`src/rtl/bshs_pkg.sv`:
```
// ----------------------------------------------------------------------------
// bshs_pkg
// Shared types, constants and helpers for the border-safe heading selector.
// ----------------------------------------------------------------------------
package bshs_pkg;

  localparam int POS_W    = 14;  // position fields, signed
  localparam int DES_W    = 10;  // desired heading, signed
  localparam int HEAD_W   = 9;   // wrapped heading -179..180, signed
  localparam int KIND_W   = 2;
  localparam int DIM_W    = 12;  // field extents
  localparam int MARGIN_W = 10;
  localparam int LOOK_W   = 10;
  localparam int WRAP_W   = 11;  // headroom for heading sums before wrapping
  localparam int FOLD_W   = 10;  // degree value fed to the quarter-wave fold
  localparam int ERR_W    = 8;   // angular error magnitude 0..180
  localparam int APB_AW   = 4;
  localparam int APB_DW   = 32;

  localparam logic [1:0] REG_FIELD_WIDTH  = 2'd0;
  localparam logic [1:0] REG_FIELD_LENGTH = 2'd1;
  localparam logic [1:0] REG_MARGIN       = 2'd2;
  localparam logic [1:0] REG_LOOKAHEAD    = 2'd3;

  localparam logic [DIM_W-1:0]    RST_FIELD_WIDTH  = 12'd2928;
  localparam logic [DIM_W-1:0]    RST_FIELD_LENGTH = 12'd3888;
  localparam logic [MARGIN_W-1:0] RST_MARGIN       = 10'd80;
  localparam logic [LOOK_W-1:0]   RST_LOOKAHEAD    = 10'd240;

  typedef enum logic [KIND_W-1:0] {
    KIND_DESIRED = 2'd0,
    KIND_TANGENT = 2'd1,
    KIND_STEPPED = 2'd2,
    KIND_NONE    = 2'd3
  } kind_t;

  typedef struct packed {
    logic [DIM_W-1:0]    field_width;
    logic [DIM_W-1:0]    field_length;
    logic [MARGIN_W-1:0] safety_margin;
    logic [LOOK_W-1:0]   lookahead_distance;
  } cfg_t;

  // request / response between sequencer and the exit check unit
  typedef struct packed {
    logic                     start;
    logic signed [HEAD_W-1:0] heading;
  } chk_req_t;

  typedef struct packed {
    logic done;
    logic exits;
  } chk_rsp_t;

  typedef struct packed {
    logic       neg;
    logic [6:0] idx;
  } fold_t;

  // Q1.14 sine, whole degrees 0..90
  localparam logic [14:0] SINE_Q14 [0:90] = '{
    15'd0,     15'd286,   15'd572,   15'd857,   15'd1143,  15'd1428,  15'd1713,
    15'd1997,  15'd2280,  15'd2563,  15'd2845,  15'd3126,  15'd3406,  15'd3686,
    15'd3964,  15'd4240,  15'd4516,  15'd4790,  15'd5063,  15'd5334,  15'd5604,
    15'd5872,  15'd6138,  15'd6402,  15'd6664,  15'd6924,  15'd7182,  15'd7438,
    15'd7692,  15'd7943,  15'd8192,  15'd8438,  15'd8682,  15'd8923,  15'd9162,
    15'd9397,  15'd9630,  15'd9860,  15'd10087, 15'd10311, 15'd10531, 15'd10749,
    15'd10963, 15'd11174, 15'd11381, 15'd11585, 15'd11786, 15'd11982, 15'd12176,
    15'd12365, 15'd12551, 15'd12733, 15'd12911, 15'd13085, 15'd13255, 15'd13421,
    15'd13583, 15'd13741, 15'd13894, 15'd14044, 15'd14189, 15'd14330, 15'd14466,
    15'd14598, 15'd14726, 15'd14849, 15'd14968, 15'd15082, 15'd15191, 15'd15296,
    15'd15396, 15'd15491, 15'd15582, 15'd15668, 15'd15749, 15'd15826, 15'd15897,
    15'd15964, 15'd16026, 15'd16083, 15'd16135, 15'd16182, 15'd16225, 15'd16262,
    15'd16294, 15'd16322, 15'd16344, 15'd16362, 15'd16374, 15'd16382, 15'd16384
  };

  // Reduce to -179..180. Valid for inputs -539..539.
  function automatic logic signed [HEAD_W-1:0] wrap_deg(input logic signed [WRAP_W-1:0] a);
    logic signed [WRAP_W-1:0] r;
    r = a + 11'sd179;
    if (r < 0) begin
      r = r + 11'sd360;
    end else if (r >= 11'sd360) begin
      r = r - 11'sd360;
    end
    return HEAD_W'(r - 11'sd179);
  endfunction

  // Fold a degree value (-359..359) onto the 0..90 table with a sign.
  function automatic fold_t sin_fold(input logic signed [FOLD_W-1:0] deg);
    logic signed [FOLD_W-1:0] d;
    fold_t f;
    d = deg;
    f.neg = 1'b0;
    if (d < 0) begin
      d = d + 10'sd360;
    end
    if (d >= 10'sd180) begin
      d = d - 10'sd180;
      f.neg = 1'b1;
    end
    if (d > 10'sd90) begin
      d = 10'sd180 - d;
    end
    f.idx = 7'(d);
    return f;
  endfunction

endpackage

```
`src/rtl/bshs_if.sv`:
```
// ----------------------------------------------------------------------------
// bshs_if
// Valid/ready channels for input items and result items.
// ----------------------------------------------------------------------------
interface bshs_in_if import bshs_pkg::*; ();
  logic                     valid;
  logic                     ready;
  logic signed [POS_W-1:0]  pos_x;
  logic signed [POS_W-1:0]  pos_y;
  logic signed [DES_W-1:0]  desired_heading;

  modport source (output valid, output pos_x, output pos_y, output desired_heading,
                  input ready);
  modport sink   (input valid, input pos_x, input pos_y, input desired_heading,
                  output ready);
endinterface

interface bshs_out_if import bshs_pkg::*; ();
  logic                     valid;
  logic                     ready;
  logic signed [HEAD_W-1:0] safe_heading;
  logic [KIND_W-1:0]        choice_kind;

  modport source (output valid, output safe_heading, output choice_kind, input ready);
  modport sink   (input valid, input safe_heading, input choice_kind, output ready);
endinterface

```
`src/rtl/bshs_exit_chk.sv`:
```
// ----------------------------------------------------------------------------
// bshs_exit_chk
// Lookahead exit test for one heading: one shared table lookup and multiplier,
// x axis then y axis.
// ----------------------------------------------------------------------------
module bshs_exit_chk import bshs_pkg::*; #(
  parameter int TRIG_FRACTION_BITS = 14
) (
  input  logic                    clk,
  input  logic                    rst_n,
  input  cfg_t                    cfg,
  input  logic signed [POS_W-1:0] pos_x,
  input  logic signed [POS_W-1:0] pos_y,
  input  chk_req_t                req,
  output chk_rsp_t                rsp
);

  localparam int B      = TRIG_FRACTION_BITS;
  localparam int TRIG_W = B + 2;
  localparam int PROD_W = TRIG_W + LOOK_W + 1;
  localparam int SUM_W  = B + 16;
  localparam int RSH    = (B < 14) ? (14 - B) : 0;
  localparam int RND    = (B < 14) ? (1 << (13 - B)) : 0;
  localparam int LSH    = (B > 14) ? (B - 14) : 0;

  typedef enum logic [1:0] {PH_IDLE, PH_X, PH_Y} ph_t;

  ph_t                      ph_r;
  logic signed [HEAD_W-1:0] head_r;
  logic signed [PROD_W-1:0] prod_r;
  logic                     xbad_r;

  logic signed [FOLD_W-1:0] deg_sel;
  fold_t                    fold;
  logic [31:0]              tm;
  logic [B:0]               mag;
  logic signed [TRIG_W-1:0] trig;
  logic signed [PROD_W-1:0] prod_nxt;

  logic signed [POS_W-1:0]  pos_sel;
  logic [DIM_W-1:0]         dim_sel;
  logic signed [DIM_W+1:0]  hi_raw;
  logic signed [SUM_W-1:0]  pt;
  logic signed [SUM_W-1:0]  lo;
  logic signed [SUM_W-1:0]  hi;
  logic                     bad;

  // sine of the heading on start, cosine (heading + 90) in the x phase
  always_comb begin
    if (ph_r == PH_X) begin
      deg_sel = {head_r[HEAD_W-1], head_r} + 10'sd90;
    end else begin
      deg_sel = {req.heading[HEAD_W-1], req.heading};
    end
    fold = sin_fold(deg_sel);
    tm   = ((32'(SINE_Q14[fold.idx]) + 32'(RND)) >> RSH) << LSH;
    mag  = tm[B:0];
    trig = fold.neg ? -signed'({1'b0, mag}) : signed'({1'b0, mag});
    prod_nxt = PROD_W'(trig) * PROD_W'(signed'({1'b0, cfg.lookahead_distance}));
  end

  // bounds test of the point along the axis of the current phase
  always_comb begin
    pos_sel = (ph_r == PH_X) ? pos_x : pos_y;
    dim_sel = (ph_r == PH_X) ? cfg.field_width : cfg.field_length;
    hi_raw  = signed'({2'b00, dim_sel}) - signed'({4'b0000, cfg.safety_margin});
    pt  = (SUM_W'(pos_sel) <<< B) + SUM_W'(prod_r);
    lo  = SUM_W'(signed'({1'b0, cfg.safety_margin})) <<< B;
    hi  = SUM_W'(hi_raw) <<< B;
    bad = (pt < lo) || (pt > hi);
  end

  always_ff @(posedge clk) begin
    if (!rst_n) begin
      ph_r <= PH_IDLE;
    end else begin
      unique case (ph_r)
        PH_IDLE, PH_Y: begin
          if (req.start) begin
            head_r <= req.heading;
            prod_r <= prod_nxt;
            ph_r   <= PH_X;
          end else begin
            ph_r   <= PH_IDLE;
          end
        end
        PH_X: begin
          xbad_r <= bad;
          prod_r <= prod_nxt;
          ph_r   <= PH_Y;
        end
        default: ph_r <= PH_IDLE;
      endcase
    end
  end

  assign rsp.done  = (ph_r == PH_Y);
  assign rsp.exits = xbad_r | bad;

endmodule

```
`src/rtl/border_safe_heading_select_unit.sv`:
```
// ----------------------------------------------------------------------------
// border_safe_heading_select_unit
// Picks a heading that keeps the lookahead point inside the field margin.
// ----------------------------------------------------------------------------
// Tests: k heading tests per item (1 desired + 2 or 4 tangents + up to
//   2*MAX_FALLBACK_STEP steps), run one at a time in the shared
//   table/multiplier unit.
// Throughput: one item at a time; the next item is taken while a result waits.
// Reset: synchronous active low; configuration registers return to their defaults.
// ----------------------------------------------------------------------------
module border_safe_heading_select_unit import bshs_pkg::*; #(
  parameter int MAX_FALLBACK_STEP  = 180,
  parameter int TRIG_FRACTION_BITS = 14
) (
  input  logic              clk,
  input  logic              rst_n,
  bshs_in_if.sink           in_if,
  bshs_out_if.source        out_if,
  input  logic              psel,
  input  logic              penable,
  input  logic              pwrite,
  input  logic [APB_AW-1:0] paddr,
  input  logic [APB_DW-1:0] pwdata,
  output logic [APB_DW-1:0] prdata,
  output logic              pready
);

  localparam int STEP_W = $clog2(MAX_FALLBACK_STEP + 1);

  localparam logic signed [HEAD_W-1:0] HEAD_N = 9'sd0;
  localparam logic signed [HEAD_W-1:0] HEAD_S = 9'sd180;
  localparam logic signed [HEAD_W-1:0] HEAD_E = 9'sd90;
  localparam logic signed [HEAD_W-1:0] HEAD_W_ = -9'sd90;

  typedef enum logic [1:0] {S_IDLE, S_ISSUE, S_WAIT, S_OUT} state_t;
  typedef enum logic [1:0] {M_WANT, M_TAN, M_STEP} mode_t;

  // ---------------- configuration registers ----------------
  cfg_t cfg_r;

  assign pready = 1'b1;

  always_ff @(posedge clk) begin
    if (!rst_n) begin
      cfg_r.field_width        <= RST_FIELD_WIDTH;
      cfg_r.field_length       <= RST_FIELD_LENGTH;
      cfg_r.safety_margin      <= RST_MARGIN;
      cfg_r.lookahead_distance <= RST_LOOKAHEAD;
    end else if (psel && penable && pwrite) begin
      unique case (paddr[3:2])
        REG_FIELD_WIDTH:  cfg_r.field_width        <= pwdata[DIM_W-1:0];
        REG_FIELD_LENGTH: cfg_r.field_length       <= pwdata[DIM_W-1:0];
        REG_MARGIN:       cfg_r.safety_margin      <= pwdata[MARGIN_W-1:0];
        REG_LOOKAHEAD:    cfg_r.lookahead_distance <= pwdata[LOOK_W-1:0];
        default: ;
      endcase
    end
  end

  always_comb begin
    unique case (paddr[3:2])
      REG_FIELD_WIDTH:  prdata = APB_DW'(cfg_r.field_width);
      REG_FIELD_LENGTH: prdata = APB_DW'(cfg_r.field_length);
      REG_MARGIN:       prdata = APB_DW'(cfg_r.safety_margin);
      REG_LOOKAHEAD:    prdata = APB_DW'(cfg_r.lookahead_distance);
      default:          prdata = '0;
    endcase
  end

  // ---------------- sequencer ----------------
  state_t                   state_r;
  mode_t                    mode_r;
  logic signed [POS_W-1:0]  x_r;
  logic signed [POS_W-1:0]  y_r;
  logic signed [HEAD_W-1:0] want_r;
  logic signed [HEAD_W-1:0] head_r;
  logic                     side_r;
  logic                     endw_r;
  logic [1:0]               idx_r;
  logic                     found_r;
  logic [ERR_W-1:0]         best_err_r;
  logic signed [HEAD_W-1:0] best_r;
  logic [STEP_W-1:0]        step_r;
  logic                     neg_r;
  logic signed [HEAD_W-1:0] res_r;
  kind_t                    kind_r;
  logic                     out_valid_r;
  logic signed [HEAD_W-1:0] out_head_r;
  kind_t                    out_kind_r;

  chk_req_t req;
  chk_rsp_t rsp;

  bshs_exit_chk #(
    .TRIG_FRACTION_BITS (TRIG_FRACTION_BITS)
  ) u_chk (
    .clk   (clk),
    .rst_n (rst_n),
    .cfg   (cfg_r),
    .pos_x (x_r),
    .pos_y (y_r),
    .req   (req),
    .rsp   (rsp)
  );

  assign req.start   = (state_r == S_ISSUE);
  assign req.heading = head_r;

  // walls within the margin, else the nearest wall
  logic signed [15:0] m16, x16, y16, dl, dr, db, dt, dmin;
  logic [1:0]         which;
  logic               side_c, end_c;

  always_comb begin
    m16 = signed'(16'(cfg_r.safety_margin));
    x16 = 16'(x_r);
    y16 = 16'(y_r);
    dl  = x16 - m16;
    dr  = signed'(16'(cfg_r.field_width)) - m16 - x16;
    db  = y16 - m16;
    dt  = signed'(16'(cfg_r.field_length)) - m16 - y16;
    side_c = (dl <= 0) || (dr <= 0);
    end_c  = (db <= 0) || (dt <= 0);
    dmin  = dl;
    which = 2'd0;
    if (dr < dmin) begin
      dmin  = dr;
      which = 2'd1;
    end
    if (db < dmin) begin
      dmin  = db;
      which = 2'd2;
    end
    if (dt < dmin) begin
      which = 2'd3;
    end
    if (!side_c && !end_c) begin
      side_c = (which < 2'd2);
      end_c  = !side_c;
    end
  end

  // tangent list: 0, 180 for a side wall, then 90, -90 for an end wall
  function automatic logic signed [HEAD_W-1:0] tan_angle(input logic [1:0] k,
                                                          input logic sd);
    logic [1:0] kk;
    kk = sd ? k : {1'b1, k[0]};
    case (kk)
      2'd0:    return HEAD_N;
      2'd1:    return HEAD_S;
      2'd2:    return HEAD_E;
      default: return HEAD_W_;
    endcase
  endfunction

  logic signed [WRAP_W-1:0] want_ext, step_ext;
  logic signed [HEAD_W-1:0] want_in, err_w, head_plus, head_minus, head_next_plus;
  logic [ERR_W-1:0]         err_abs;
  logic                     better, found_now, tan_last;
  logic signed [HEAD_W-1:0] best_now;

  always_comb begin
    want_in   = wrap_deg({in_if.desired_heading[DES_W-1], in_if.desired_heading});
    want_ext  = WRAP_W'(want_r);
    step_ext  = signed'(WRAP_W'(step_r));
    head_minus     = wrap_deg(want_ext - step_ext);
    head_next_plus = wrap_deg(want_ext + step_ext + 11'sd1);
    head_plus      = wrap_deg(want_ext + 11'sd1);
    err_w     = wrap_deg(WRAP_W'(head_r) - want_ext);
    err_abs   = (err_w < 0) ? ERR_W'(-err_w) : ERR_W'(err_w);
    better    = !rsp.exits && (!found_r || (err_abs < best_err_r));
    found_now = found_r || !rsp.exits;
    best_now  = better ? head_r : best_r;
    tan_last  = (side_r && endw_r) ? (idx_r == 2'd3) : (idx_r == 2'd1);
  end

  always_ff @(posedge clk) begin
    if (!rst_n) begin
      state_r     <= S_IDLE;
      out_valid_r <= 1'b0;
    end else begin
      // S_OUT reloads the result register itself
      if (out_valid_r && out_if.ready && (state_r != S_OUT)) begin
        out_valid_r <= 1'b0;
      end
      unique case (state_r)
        S_IDLE: begin
          if (in_if.valid) begin
            x_r     <= in_if.pos_x;
            y_r     <= in_if.pos_y;
            want_r  <= want_in;
            head_r  <= want_in;
            mode_r  <= M_WANT;
            found_r <= 1'b0;
            state_r <= S_ISSUE;
          end
        end
        S_ISSUE: begin
          if (mode_r == M_WANT) begin
            side_r <= side_c;
            endw_r <= end_c;
          end
          state_r <= S_WAIT;
        end
        S_WAIT: begin
          if (rsp.done) begin
            unique case (mode_r)
              M_WANT: begin
                if (!rsp.exits) begin
                  res_r   <= want_r;
                  kind_r  <= KIND_DESIRED;
                  state_r <= S_OUT;
                end else begin
                  mode_r  <= M_TAN;
                  idx_r   <= 2'd0;
                  head_r  <= tan_angle(2'd0, side_r);
                  state_r <= S_ISSUE;
                end
              end
              M_TAN: begin
                found_r <= found_now;
                if (better) begin
                  best_err_r <= err_abs;
                end
                best_r <= best_now;
                if (!tan_last) begin
                  idx_r   <= idx_r + 2'd1;
                  head_r  <= tan_angle(idx_r + 2'd1, side_r);
                  state_r <= S_ISSUE;
                end else if (found_now) begin
                  res_r   <= best_now;
                  kind_r  <= KIND_TANGENT;
                  state_r <= S_OUT;
                end else begin
                  mode_r  <= M_STEP;
                  step_r  <= STEP_W'(1);
                  neg_r   <= 1'b0;
                  head_r  <= head_plus;
                  state_r <= S_ISSUE;
                end
              end
              M_STEP: begin
                if (!rsp.exits) begin
                  res_r   <= head_r;
                  kind_r  <= KIND_STEPPED;
                  state_r <= S_OUT;
                end else if (!neg_r) begin
                  neg_r   <= 1'b1;
                  head_r  <= head_minus;
                  state_r <= S_ISSUE;
                end else if (step_r == STEP_W'(MAX_FALLBACK_STEP)) begin
                  res_r   <= want_r;
                  kind_r  <= KIND_NONE;
                  state_r <= S_OUT;
                end else begin
                  neg_r   <= 1'b0;
                  step_r  <= step_r + STEP_W'(1);
                  head_r  <= head_next_plus;
                  state_r <= S_ISSUE;
                end
              end
              default: state_r <= S_IDLE;
            endcase
          end
        end
        S_OUT: begin
          // hold until the result register is free
          if (!out_valid_r || out_if.ready) begin
            out_head_r  <= res_r;
            out_kind_r  <= kind_r;
            out_valid_r <= 1'b1;
            state_r     <= S_IDLE;
          end
        end
        default: state_r <= S_IDLE;
      endcase
    end
  end

  assign in_if.ready         = (state_r == S_IDLE);
  assign out_if.valid        = out_valid_r;
  assign out_if.safe_heading = out_head_r;
  assign out_if.choice_kind  = out_kind_r;

endmodule

```
`src/flat_wrapper.sv`:
```
// flat-port wrapper written by rule: the top's interface ports become plain ports
module border_safe_heading_select_unit_flat import bshs_pkg::*;
#(
  parameter int MAX_FALLBACK_STEP  = 180,
  parameter int TRIG_FRACTION_BITS = 14
)
  (clk, rst_n, psel, penable, pwrite, paddr, pwdata, prdata, pready, in_if_valid, in_if_pos_x, in_if_pos_y, in_if_desired_heading, in_if_ready, out_if_valid, out_if_safe_heading, out_if_choice_kind, out_if_ready);
  bshs_in_if in_if_i ();
  bshs_out_if out_if_i ();
  input  logic clk;
  input  logic rst_n;
  input  logic psel;
  input  logic penable;
  input  logic pwrite;
  input  logic [APB_AW-1:0] paddr;
  input  logic [APB_DW-1:0] pwdata;
  output logic [APB_DW-1:0] prdata;
  output logic pready;
  input wire logic [$bits(in_if_i.valid)-1:0] in_if_valid;
  input wire logic [$bits(in_if_i.pos_x)-1:0] in_if_pos_x;
  input wire logic [$bits(in_if_i.pos_y)-1:0] in_if_pos_y;
  input wire logic [$bits(in_if_i.desired_heading)-1:0] in_if_desired_heading;
  output wire logic [$bits(in_if_i.ready)-1:0] in_if_ready;
  output wire logic [$bits(out_if_i.valid)-1:0] out_if_valid;
  output wire logic [$bits(out_if_i.safe_heading)-1:0] out_if_safe_heading;
  output wire logic [$bits(out_if_i.choice_kind)-1:0] out_if_choice_kind;
  input wire logic [$bits(out_if_i.ready)-1:0] out_if_ready;
  assign in_if_i.valid = in_if_valid;
  assign in_if_i.pos_x = in_if_pos_x;
  assign in_if_i.pos_y = in_if_pos_y;
  assign in_if_i.desired_heading = in_if_desired_heading;
  assign in_if_ready = in_if_i.ready;
  assign out_if_valid = out_if_i.valid;
  assign out_if_safe_heading = out_if_i.safe_heading;
  assign out_if_choice_kind = out_if_i.choice_kind;
  assign out_if_i.ready = out_if_ready;
  border_safe_heading_select_unit #(.MAX_FALLBACK_STEP(MAX_FALLBACK_STEP), .TRIG_FRACTION_BITS(TRIG_FRACTION_BITS)) u_core (.clk(clk), .rst_n(rst_n), .in_if(in_if_i), .out_if(out_if_i), .psel(psel), .penable(penable), .pwrite(pwrite), .paddr(paddr), .pwdata(pwdata), .prdata(prdata), .pready(pready));
endmodule
```
`config.mk`:
```
export PLATFORM = sky130hd
export DESIGN_NAME = border_safe_heading_select_unit_flat
export DESIGN_NICKNAME = d
export VERILOG_FILES = /design/src/rtl/bshs_pkg.sv /design/src/rtl/bshs_if.sv /design/src/rtl/bshs_exit_chk.sv /design/src/rtl/border_safe_heading_select_unit.sv /design/src/flat_wrapper.sv
export SDC_FILE = /design/constraint.sdc
export NUM_CORES = 1
export LEC_CHECK = 0
export ABC_AREA = 1
export ABC_CLOCK_PERIOD_IN_PS = 9500
export BUFFER_PORTS_ARGS = -buffer_cell sky130_fd_sc_hd__buf_2
export CORE_MARGIN = 2
export CORE_UTILIZATION = 45
export DETAILED_ROUTE_END_ITERATION = 12
export GPL_TIMING_DRIVEN = 1
export PLACE_DENSITY_LB_ADDON = 0.1
export SLEW_MARGIN = 10
export SYNTH_ARGS = -nofsm -noshare
export SYNTH_HDL_FRONTEND = slang
export SYNTH_HIERARCHICAL = 1
export SYNTH_SLANG_ARGS = --single-unit
```
`constraint.sdc`:
```
create_clock -name clk -period 9.5 [get_ports clk]
set_input_delay 0.475 -clock clk [delete_from_list [all_inputs] [get_ports clk]]
set_output_delay 0.475 -clock clk [all_outputs]
set_load 0.005 [all_outputs]
```
==> metrics.md, run 1 <==
| Metric | Value |
|---|---|
| Status | complete, but fails checks |
| Failing checks | setup timing |
| Initial Util | 45.7% |
| Most frequent cells after synthesis | 861 x nand2_1, 643 x inv_1, 316 x ha_1, 263 x nor2_1, 243 x nand3_1 |
| Chip height | 249 um |
| H-tree Lvls | 4 |
| Worst min path class | input pin to flip-flop |
| Dpl cells | 4810 |
| Largest net degree at the start of global routing | 52 |
| Wire per inst | 15.7 um |
| Core Box Area | 59100 um^2 |
| Global route overflow | 0 |
| Crit Path Max Fanout | 6 |
| Fillers | 5757 |
| Reg2reg setup slack | -0.07 ns |
| Routed WL | 76600 um |
| Net count, final | 4649 |
| Router iterations before antenna repair | 6 |
| Worst-Skew Late Latency | 0.50 ns |
| IO Count | 127 |
| Most common cell in the netlist | nand2_1 |
| Share of cells above drive strength 1 | 20.0% |
| Worst EP arrival | 9.83 ns |
| Synthesized instance count | 3740 |
| Slew @ Worst Pin | 1.19 ns |
| Drt via density | 5.11 |
| Post-synth EDFFs | 138 |
| Peak Freq | 104 MHz |
| DRC | 0 |
| Area contributors post-synth | edfxtp_1 15%, ha_1 15%, nand2_1 12%, fa_1 12%, inv_1 8.9% |
| Via count | 24941 |
| Compound-cell area share of the yosys netlist | 11.9% |
| Rows | 89 |
| Vias in the first global route | 23526 |
| PortBufs | 83 |
| Fin crit share | 101% |
| Placed cell area | 30200 um^2 |
| Post-synth top area share | 15.3% |
| Required time worst endpoint | 9.75 ns |
| Slew margin rel. | 20.2% |
| DPL Wire Length | 62900 um |
| Routability congestion estimate | 0.946 |
| Final Hold Viols | 0 |
| CTS tree | yes |
| Worst-path clk slew | 0.08 ns |
| Adder-Cell Fraction of Synth Area | 26.2% |
| Post-synth top flop | edfxtp_1 |
| Mapped Area | 27000 um^2 |
| Post-synthesis sequential area ratio | 19.0% |
| Cell mode on critical path | nand2_2 |
| CP max stage cell | fa_1 |
| Final instance area | 32100 um^2 |
| CTS max path bufs | 2 |
| Root buffer cell | clkbuf_16 |
| Layout overhead on the synthesized area | 18.8% |
| CP Class | flip-flop to flip-flop |
| Total die area | 62000 um^2 |
| Total number of yosys warnings | 6 |
| Final Skew | 0.0121 ns |
| Cell variety after synth | 74 |
| DRT antenna net count | 0 |
| Synth area leader | edfxtp_1 |
| Tmin final | 9.57 ns |
| Max incr delay on CP | 0.56 ns |
| Final worst setup slack | -0.0733 ns |
| Ys async rst share | 0% |
| FF+latch count, synth | 187 |
| Final setup vio count | 2 |
| First-pass GRT wire length | 123000 um |
| RSZ-0062 raised after global routing | true |
| Die width | 249 um |
| Main combinational cell family by area after synthesis | adder cells |
| Multiplexer area fraction after synthesis | 0.0742% |
| Simple-Gate Fraction of Synth Area | 25.4% |
| Max_cap viols | 0 |
| Syn_area_per_cell | 7.22 um^2 |
| Critical Path End Type | flip-flop |
| Global-route usage over all layers | 24.7% |
| Clock Sinks | 187 |
| Initial antenna violation count | 1 |
| Number of DRC markers in iteration 0 | 1630 |
| Startpoint class of the critical path | flip-flop |
| Cts-stage hold buffer count | 0 |
| Max-slew violation count | 0 |
| Non-Filler Instances | 4883 |
| Post-Synth XOR/XNOR Area | 5.81% |
| Num CTS Buffers | 17 |
==> metal layers <==
| layer | track usage [%] | vias up | wire [um] |
|---|---|---|---|
| met5 | 0 | - | 0 |
| met4 | 5.61 | 0 | 1380 |
| met3 | 3.32 | 69 | 4190 |
| met2 | 40.5 | 583 | 35300 |
| met1 | 34.6 | 11572 | 35700 |
| li1 | - | 12717 | - |
==> cell type report <==
type / instances / area [um^2] / share of cell area, %
flip-flops and latches: 187 / 5120 / 16.0
inverters: 700 / 2650 / 8.27
well taps: 773 / 967 / 3.02
diodes: 1 / 2.50 / 0.00781
clock buffers: 20 / 467 / 1.46
repair buffers: 402 / 2920 / 9.11
clock inverters: 12 / 144 / 0.449
multi-input cells: 2788 / 19800 / 61.7
==> worst max-delay path, delay by kind of cell (launching register included) <==
kind            cells  cell delay (ns)
xor+xnor            2             0.23
compound gates     13             1.62
buf+inv            15             1.20
simple gates       30             2.34
flops               1             0.45
fa+ha+maj          10             3.46
==> final timing paths <==
kind                            cells past startpoint              startpoint                            end
worst max register to register                     70  u_core/u_chk/head_r[1]        u_core/u_chk/prod_r[26]
worst min-delay path                                1          in_if_pos_y[9]                  u_core/y_r[9]
worst min register to register                      0         u_core/res_r[4]  u_core/out_if.safe_heading[4]
worst max-delay path                               70  u_core/u_chk/head_r[1]        u_core/u_chk/prod_r[26]
==> sequential cells by signal, summed over array words and instances, names as in the netlist, 8 cells and up <==
signal,cells
u_core/u_chk/prod_r,27
u_core/y_r,14
u_core/cfg_r,44
u_core/best_err_r,8
u_core/want_r,9
u_core/best_r,9
u_core/x_r,14
u_core/u_chk/head_r,9
u_core/step_r,8
u_core/out_if.safe_heading,9
u_core/res_r,9
u_core/head_r,9
==> cell usage in the layout, fill, tap and decap left out, types with 21 or more instances in the layout <==
cell / count
o21ai_0: 136
nand3_1: 214
dfxtp_1: 49
nand2_2: 103
nor3_1: 33
a21oi_2: 27
o21ai_1: 24
inv_2: 64
nor2_1: 249
nand4_1: 29
o21bai_1: 24
nand2_4: 22
nand3_2: 34
inv_1: 622
buf_4: 299
xnor2_1: 46
edfxtp_1: 138
xor2_1: 122
buf_2: 83
a21oi_1: 195
nand2_1: 789
nor2_2: 26
conb_1: 21
fa_1: 149
ha_1: 294
==> logic make-up after synthesis <==
group / Yosys count
DFF: 187
xor gates and xnor gates: 174
and+or+nand+nor: 1577
adders and majority gates: 472
other: 2
muxes: 2
AOI/OAI and AO/OA: 542
buffers and inverters: 784
==> through the flow <==
step	setup WS [ns]	util (%)	setup TNS, ns	hold WS [ns]
2_1_floorplan	0.0128	-	0	0.400
3_3_place_gp	-0.349	51.1	-1.17	0.402
3_5_place_dp	-0.447	51.1	-1.75	0.405
4_1_cts	-0.270	52.6	-0.579	0.116
5_1_grt	-0.701	54.2	-3.57	0.115
6_report	-0.0733	54.2	-0.0794	0.151
==> timing repair <==
action                                  4_1_cts  5_1_grt
gates resized for setup                      48      193
cloned                                        0        0
endpoints found under the hold margin         0        0
endpoints found under the setup margin        7       12
buffers inserted                             11       30
pin swaps                                    59      153
Power of run 1 is not shown: default switching activity piles up to over one toggle a cycle in this logic, so the estimate is an artifact.
==> run 2: changes to the inputs <==
--- a/config.mk
+++ b/config.mk
@@ -8,11 +8,13 @@
 export ABC_AREA = 1
 export ABC_CLOCK_PERIOD_IN_PS = 9500
 export BUFFER_PORTS_ARGS = -buffer_cell sky130_fd_sc_hd__buf_2
+export CORE_ASPECT_RATIO = 1.2
 export CORE_MARGIN = 2
 export CORE_UTILIZATION = 45
 export DETAILED_ROUTE_END_ITERATION = 12
 export GPL_TIMING_DRIVEN = 1
 export PLACE_DENSITY_LB_ADDON = 0.1
+export SETUP_SLACK_MARGIN = 0.15
 export SLEW_MARGIN = 10
 export SYNTH_ARGS = -nofsm -noshare
 export SYNTH_HDL_FRONTEND = slang
==> run 2 against run 1 <==
  * The flow still finishes with violations (setup timing)
  * Register-to-register slack worse by 0.05 ns
  * Global-route usage up 0.52 points
  * Critical path depth stayed put
  * Clock skew is 0.0041 ns lower
  * Worst hold slack improved by 0.0037 ns
  * Sequential share of layout area is essentially flat
  * Non-clock buffer count grew 13
  * Routed wire length grew 0.54%
  * Critical path type unchanged
==> metrics.md, run 2 (synthesis results as in run 1) <==
| Metric | Value |
|---|---|
| Largest net degree at the start of global routing | 52 (unchanged) |
| Share of cells above drive strength 1 | 19.0% (-1.0 points) |
| Placed cell area | 30300 um^2 (+0.22%) |
| Max FFs per register | 44 (unchanged) |
| Cell mode on critical path | nand2_2 |
| CP Class | flip-flop to flip-flop |
| Layout overhead on the synthesized area | 18.7% (about the same) |
| Slew @ Worst Pin | 1.09 ns (-0.0974 ns) |
| Root buffer cell | clkbuf_16 |
| Reg with most FFs | u_core/cfg_r |
| Drt via density | 5.05 (-1.1%) |
| Final worst setup slack | -0.125 ns (-0.0515 ns) |
| Max_cap viols | 0 (unchanged) |
| Fin Setup TNS | -0.280 ns (-0.201 ns) |
| Clock Sinks | 187 (unchanged) |
| Failing checks | setup timing |
| Max incr delay on CP | 0.52 ns (-0.04 ns) |
| Final Hold Viols | 0 (unchanged) |
| First-pass GRT wire length | 124000 um (+0.15%) |
| Crit Path Max Fanout | 6 (unchanged) |
| Grt met1 use | 31.7% (-2.8 points) |
| Core Box Area | 59500 um^2 (+0.57%) |
| Worst-Skew Late Latency | 0.49 ns (about the same) |
| Commonest non-fill, non-tap cells in the layout | 813 x nand2_1, 627 x inv_1, 307 x buf_4, 296 x ha_1, 257 x nor2_1 |
| Critical Path End Type | flip-flop |
| Routed WL | 77000 um (+0.54%) |
| Router iterations before antenna repair | 6 (unchanged) |
| DRC | 0 (unchanged) |
| Global-route usage over all layers | 25.2% (+0.52 points) |
| Routability congestion estimate | 0.949 (+0.31%) |
| Rows | 98 (+10%) |
| Layout Utilization | 53.9% (-0.34 points) |
| PortBufs | 83 (unchanged) |
| Grt peak-use layer | met2 |
| Chip height | 272 um (+9.4%) |
| DPL Wire Length | 63100 um (+0.39%) |
| Worst-path clk slew | 0.07 ns (about the same) |
| Max-slew violation count | 0 (unchanged) |
| CP max stage cell | fa_1 |
| Global route overflow | 0 (unchanged) |
| Fin crit share | 101% (+0.54 points) |
| Final Skew | 0.00806 ns (-0.00409 ns) |
| DRT antenna net count | 0 (unchanged) |
| Worst min path class | input pin to flip-flop |
| GR Layer Usage met2 | 44.7% (+4.2 points) |
| Vias in the first global route | 23988 (+2.0%) |
| Status | complete, but fails checks |
| Commonest non-fill, non-tap cell in the layout | nand2_1 |
| IO Count | 127 (unchanged) |
| Net count, final | 4662 (+0.28%) |
| RSZ-0062 raised after global routing | true |
| Final setup vio count | 5 (+3) |
| H-tree Lvls | 4 (unchanged) |
| Wire per inst | 15.6 um (-0.26%) |
| Initial antenna violation count | 0 (-1) |
| Worst EP arrival | 9.86 ns (+0.03 ns) |
| Number of DRC markers in iteration 0 | 1464 (-10%) |
| Required time worst endpoint | 9.73 ns (-0.02 ns) |
| Final instance area | 32000 um^2 (about the same) |
| Via count | 24876 (-0.26%) |
| CTS max path bufs | 2 (unchanged) |
| Slew margin rel. | 26.7% (+6.5 points) |
| Cts-stage hold buffer count | 0 (unchanged) |
| Initial Util | 45.4% (-0.26 points) |
| CTS tree | yes |
| GR Layer Usage met3 | 2.60% (-0.72 points) |
| Total die area | 62000 um^2 (about the same) |
| Peak Freq | 104 MHz (-0.54%) |
| Largest regs | u_core/cfg_r x44, u_core/u_chk/prod_r x27 |
| Num CTS Buffers | 17 (unchanged) |
| Die width | 228 um (-8.6%) |
| Pre-CTS WS | -0.273 ns (+0.173 ns) |
| Diodes inserted | 0 (-1) |
| Tmin final | 9.62 ns (+0.0515 ns) |
| Startpoint class of the critical path | flip-flop |
run 2: cell count changes in the layout (fill, tap and decap cells not counted), sizes merged:
cell / previous run / this run
clkinv: 10 / 13
inv: 701 / 698
bufinv: 1 / 3
diode: 1 / 0
clkbuf: 20 / 18
buf: 402 / 415
run 2: final timing paths:
check | cells after the start | slack, ns | endpoint | from
max | 70 | -0.12 | u_core/u_chk/prod_r[26] | u_core/u_chk/head_r[2]
min | 1 | 0.15 | u_core/y_r[8] | in_if_pos_y[8]
max reg2reg | 70 | -0.12 | u_core/u_chk/prod_r[26] | u_core/u_chk/head_r[2]
min reg2reg | 0 | 0.42 | u_core/out_if.safe_heading[7] | u_core/res_r[7]
run 2: per-stage QoR:
step                      hold slack [ns]  std cells
after global routing                0.127       4922
after CTS                           0.121       4908
after detailed placement            0.405       4829
after global placement              0.402       4829
final                               0.155       4922
after floorplan                     0.400       3759
run 2: repair_timing:
item,4_1_cts,5_1_grt
hold endpoints to repair,0,0
setup endpoints to repair,6,13
resized for setup,90,74
pin swaps,113,37
buffers inserted,47,14
run 2: per-layer routing:
metal  part of all wire, %  up-vias  wire, um
li1                      -    12739         -
met1                    44    11530     33900
met2                    50      492     38200
met3                   3.4      115      2580
met4                   3.0        0      2340
met5                     0        -         0
run 2: critical path: cells and delay by family, from the launching register on:
| kind | cells | cell delay (ns) |
|---|---|---|
| xor+xnor | 2 | 0.26 |
| buf+inv | 11 | 0.77 |
| compound gates | 12 | 1.59 |
| simple gates | 35 | 2.76 |
| flops | 1 | 0.43 |
| fa+ha+maj | 10 | 3.52 |
run 2: area by class of cell:
class | instances | area [um^2]
well taps | 800 | 1000
clock buffers | 18 | 429
repair buffers | 415 | 3050
multi-input cells | 2788 | 19600
inverters | 700 | 2650
clock inverters | 14 | 185
fillers | 5965 | 27400
flip-flops and latches | 187 | 5120
Power of run 2 is left out for the same reason.
